[config.mk]
export PLATFORM = sky130hd
export DESIGN_NAME = swmm_cell
export DESIGN_NICKNAME = d
export VERILOG_FILES = /design/src/hdl/swmm_pkg.sv /design/src/hdl/swmm_cell.sv
export SDC_FILE = /design/constraint.sdc
export NUM_CORES = 1
export LEC_CHECK = 0
export ABC_CLOCK_PERIOD_IN_PS = 2740
export BUFFER_PORTS_ARGS = -buffer_cell sky130_fd_sc_hd__buf_4
export CORE_UTILIZATION = 40
export CTS_CLUSTER_DIAMETER = 50
export DETAILED_ROUTE_END_ITERATION = 16
export PLACE_DENSITY = 0.62
export SETUP_SLACK_MARGIN = 0.05
export SLEW_MARGIN = 20
export SYNTH_ARGS = -nofsm -noshare
export SYNTH_HDL_FRONTEND = slang
export SYNTH_SLANG_ARGS = --single-unit
[constraint.sdc]
create_clock -name clk -period 2.74 [get_ports clk]
set_clock_uncertainty 0.05 [all_clocks]
set_input_delay 0.548 -clock clk [delete_from_list [all_inputs] [get_ports clk]]
set_output_delay 0.548 -clock clk [all_outputs]
set_load 0.01 [all_outputs]
[src/hdl/swmm_pkg.sv]
`default_nettype none
// ----------------------------------------------------------------------------
// swmm_pkg
// Shared widths, types and state codes for the sliding window min/max block.
// ----------------------------------------------------------------------------
package swmm_pkg;

  localparam int SAMPLE_W   = 32;
  localparam int WINDOW_MAX = 64;
  localparam int IDX_W      = $clog2(WINDOW_MAX);
  localparam int FILL_W     = $clog2(WINDOW_MAX + 1);

  typedef struct packed {
    logic signed [SAMPLE_W-1:0] hi;
    logic signed [SAMPLE_W-1:0] lo;
  } minmax_t;

  typedef enum logic [1:0] {
    ST_IDLE,
    ST_SCAN,
    ST_DONE
  } state_t;

endpackage
`default_nettype wire

[src/hdl/swmm_cell.sv]
`default_nettype none
// ----------------------------------------------------------------------------
// swmm_cell
// One window position: holds a sample and folds it into the running min/max
// that moves one cell down the row per cycle.
// ----------------------------------------------------------------------------
module swmm_cell (
  input  logic                                 clk,
  input  logic                                 shift,
  input  logic                                 active,
  input  logic signed [swmm_pkg::SAMPLE_W-1:0] sample_in,
  input  swmm_pkg::minmax_t                    acc_in,
  output logic signed [swmm_pkg::SAMPLE_W-1:0] sample_q,
  output swmm_pkg::minmax_t                    acc_q
);
  import swmm_pkg::*;

  minmax_t acc_next;

  always_comb begin
    acc_next = acc_in;
    if (active) begin
      if (sample_q < acc_in.lo) begin
        acc_next.lo = sample_q;
      end
      if (sample_q > acc_in.hi) begin
        acc_next.hi = sample_q;
      end
    end
  end

  always_ff @(posedge clk) begin
    if (shift) begin
      sample_q <= sample_in;
    end
    acc_q <= acc_next;
  end

endmodule
`default_nettype wire

Word-level counts from Yosys, hierarchy flattened. Cells that the tools add are included.

Word-level logic and storage cells: 8. Register bits after elaboration: 96. Output and inout bits: 96.

Mux-type cells: 3. $lt $le $gt $ge: 2.

Operators by type and width (count): 32-bit 2-to-1 mux (2); 64-bit 2-to-1 mux (1); 32-bit greater-than comparator (1); 32-bit < comparator (1).

Longest topological paths before layout.
Depth in word-level cells: 3. Depth in mapped cells: 10. Gate-level depth less buffers: 8.

Worst setup path after synthesis. No wires, ideal clock.

Kind: input-to-reg. From: input port acc_in[63] (netlist name). To: register acc_q[32] (netlist name). Stages on the path: 9. Setup slack: 0.164 ns. Setup time: 0.130 ns. Data arrival time: 2.397 ns. Data required time: 2.560 ns. Cell sequence: inv_1 > ha_1 > nand4_2 > or4_4 > o21a_4 > buf_6 > and3_1 > a32oi_1 > nand4_1.

RTL lines: start: declaration (line swmm_cell.sv:12) `input swmm_pkg::minmax_t acc_in,`; end signal: assignment (line swmm_cell.sv:36) `acc_q <= acc_next;`; end: declaration (line swmm_cell.sv:14) `output swmm_pkg::minmax_t acc_q`.

==> summary.md <==
| Metric | Value |
|---|---|
| Port Buf Inserts | `194` |
| DRC | `0` |
| Initial DRC count | `558` |
| Post-synth EDFFs | `32` |
| Crit path cell chain | `ha_1 -> nand4_1 -> or4_4 -> o21ai_4 -> buf_12 -> buf_12 -> nor3b_1 -> a22oi_1 -> nand4_1` |
| Min-Delay Path Class | `in2reg` |
| Placer Congestion | `0.862` |
| Fin. Hold Viols | `0` |
| Largest net degree at the start of global routing | `129` |
| Max_slew headroom | `0.460` |
| Number of buffers and inverters on the critical path | `2` |
| Grt ovf | `0` |
| Worst VDD drop | `310 uV` |
| Reg2Reg Launch Point | `sample_q[19]` |
| Max_cap viols | `0` |
| FMAX | `0.392 GHz` |
| Max Root-Sink Buffers | `2` |
| Crit path DAT | `2.73 ns` |
| HPWL after DPL | `16300 um` |
| First-pass GRT wire length | `35600 um` |
| Leakage power | `0.00450 uW` |
| Number of H-tree levels | `3` |
| Post-synth ARST share | `0` |
| Most frequent cells in the layout | `250 x buf_4, 87 x nand3_1, 80 x nand2_1, 72 x nand4_1, 65 x inv_1` |
| Power Density | `516 nW/um2` |
| Setup violations, final | `0` |
| Nature of the critical path endpoint | `flip-flop` |
| Die Area | `18800 um2` |
| Initial Utilization | `0.416` |
| Run status | `finished, final reports clean` |
| Antenna Nets Post-Route | `0` |
| Hold Startpoint | `sample_in[5]` |
| Cells after Synth | `923` |
| I/O pins | `195` |
| Vias in the first global route | `6713` |
| Gr usage total | `0.245` |
| Site Rows | `48` |
| Ys Warns | `0` |
| Share of layout cells above drive strength 1 | `0.266` |
| Crit-path max cell delay | `0.63 ns` |
| CP startpoint | `sample_q[19]` |
| Initial antenna violation count | `1` |
| Avg Inst Size Synth | `7.90 um2` |
| WL/cell | `17.6 um` |
| Crit-path max FO | `19` |
| Syn Nets | `1085` |
| Leading cell type in the layout, fill and taps excluded | `buf_4` |
| CTS tree | `done` |
| Clock transition at the registers of the reported paths | `0.08 ns` |
| RSZ-0062 raised after global routing | `yes` |
| Number of synthesized register bits | `96` |
| Vias per cell | `5.78` |
| Post-route setup TNS | `0 ns` |
| Reg2reg setup slack | `0.19 ns` |
| DR vias | `7782` |
| Die span in x | `137 um` |
| Top cell family by delay on the critical path | `simple AND/OR/NAND/NOR gates` |
| Clock Latency Late Sink | `0.36 ns` |
| Core area | `17500 um2` |
| Synth unique cells | `44` |
| Hold buffer count at CTS | `0` |
| Register area share after synthesis | `0.308` |
| Drt pass-1 iters | `5` |
| Slew Viols, Final | `0` |
| CTS Root Cell | `clkbuf_16` |
| Slew of the pin with the lowest slew margin | `0.810 ns` |
| Cell Area, Synth | `7290 um2` |
| Data required, critical path | `2.92 ns` |
| Fin crit period | `2.55 ns` |
| CTS sink count | `96` |
| Kind of critical path | `reg2reg` |
| Die Ht | `137 um` |
| Tcrit/Tclk final | `0.932` |
| Final design utilization | `0.555` |
| Area delta synth->final | `33.6%` |
| Total Routed Length | `23700 um` |
| CP Launch Type | `flip-flop` |
| Slowest cell on the critical path | `or4_4` |
| Most used DFF post-synth | `dfxtp_1` |
| Antenna diodes | `0` |
| Clock buffer count from CTS | `9` |
| Final nets | `1279` |
[metrics by stage]
stage          instance area (um2)  power, uW  hold WS (ns)  cells  worst slack [ns]
6_report                      9740       5030         0.307   1347             0.186
5_1_grt                       9740       5300         0.301   1347            0.0184
4_1_cts                       9580       5030         0.296   1336            0.0934
3_5_place_dp                  9250       3620         0.677   1318           -0.0637
3_3_place_gp                  9250       3620         0.676   1318           -0.0484
2_1_floorplan                 7290       2810         0.597    923             0.164
[logic make-up after synthesis]
family	after synthesis	synth area share
AO/OA/AOI/OAI	213	0.200
adder cells (fa/ha/maj)	63	0.108
buffers and inverters	149	0.0846
flip-flops	96	0.308
AND/OR/NAND/NOR	402	0.299
[sequential cells by signal (all words and copies together), names as in the netlist]
register  flops
acc_q        64
sample_q     32
[worst paths after layout]
path                                     to  depth (start not counted)
worst max-delay path              acc_q[44]                          9
worst min-delay path            sample_q[5]                          1
worst max register to register    acc_q[44]                          9
worst min register to register    acc_q[46]                          3
[where the power goes]
part           switching [uW]  total, uW  internal, uW
sequential                117       1810          1700
clock                     625       1390           766
combinational             975       1820           847
total                    1720       5030          3310
[layout make-up]
class	count	area, um2
Clock inverter	5	63.8
Multi-Input combinational cell	679	4520
Inverter	66	248
Tap cell	225	282
Timing Repair Buffer	265	2140
Fill cell	1689	7800
Clock buffer	11	253
Sequential cell	96	2240
[timing repair]
item                       in CTS  in global routing
gates cloned                    0                  3
setup buffers                   2                  8
gates resized for setup         0                 10
setup endpoints to repair       4                 44
pin swaps                       0                  7
[metal layers]
metal  vias to the layer above  GRT usage  wire length [um]
met5                         -          0                 0
met1                      3607      0.350             11100
met4                         0     0.0806               404
met2                       297      0.375             10700
met3                        24     0.0352              1620
li1                       3854          -                 -
[synth_stat cells (all sizes together) (18+ instances only)]
master / count / share of area
a21oi: 27 / 0.019
a22oi: 65 / 0.067
a31oi: 32 / 0.027
and3: 64 / 0.056
buf: 19 / 0.018
clkbuf: 64 / 0.033
dfxtp: 64 / 0.18
edfxtp: 32 / 0.13
ha: 63 / 0.11
inv: 66 / 0.034
nand2: 80 / 0.041
nand3: 87 / 0.060
nand4: 73 / 0.064
nor2: 36 / 0.019
nor3b: 31 / 0.032
o21ai: 44 / 0.032
o22a: 18 / 0.022
Note: power is estimated with default switching activity, not from simulation.
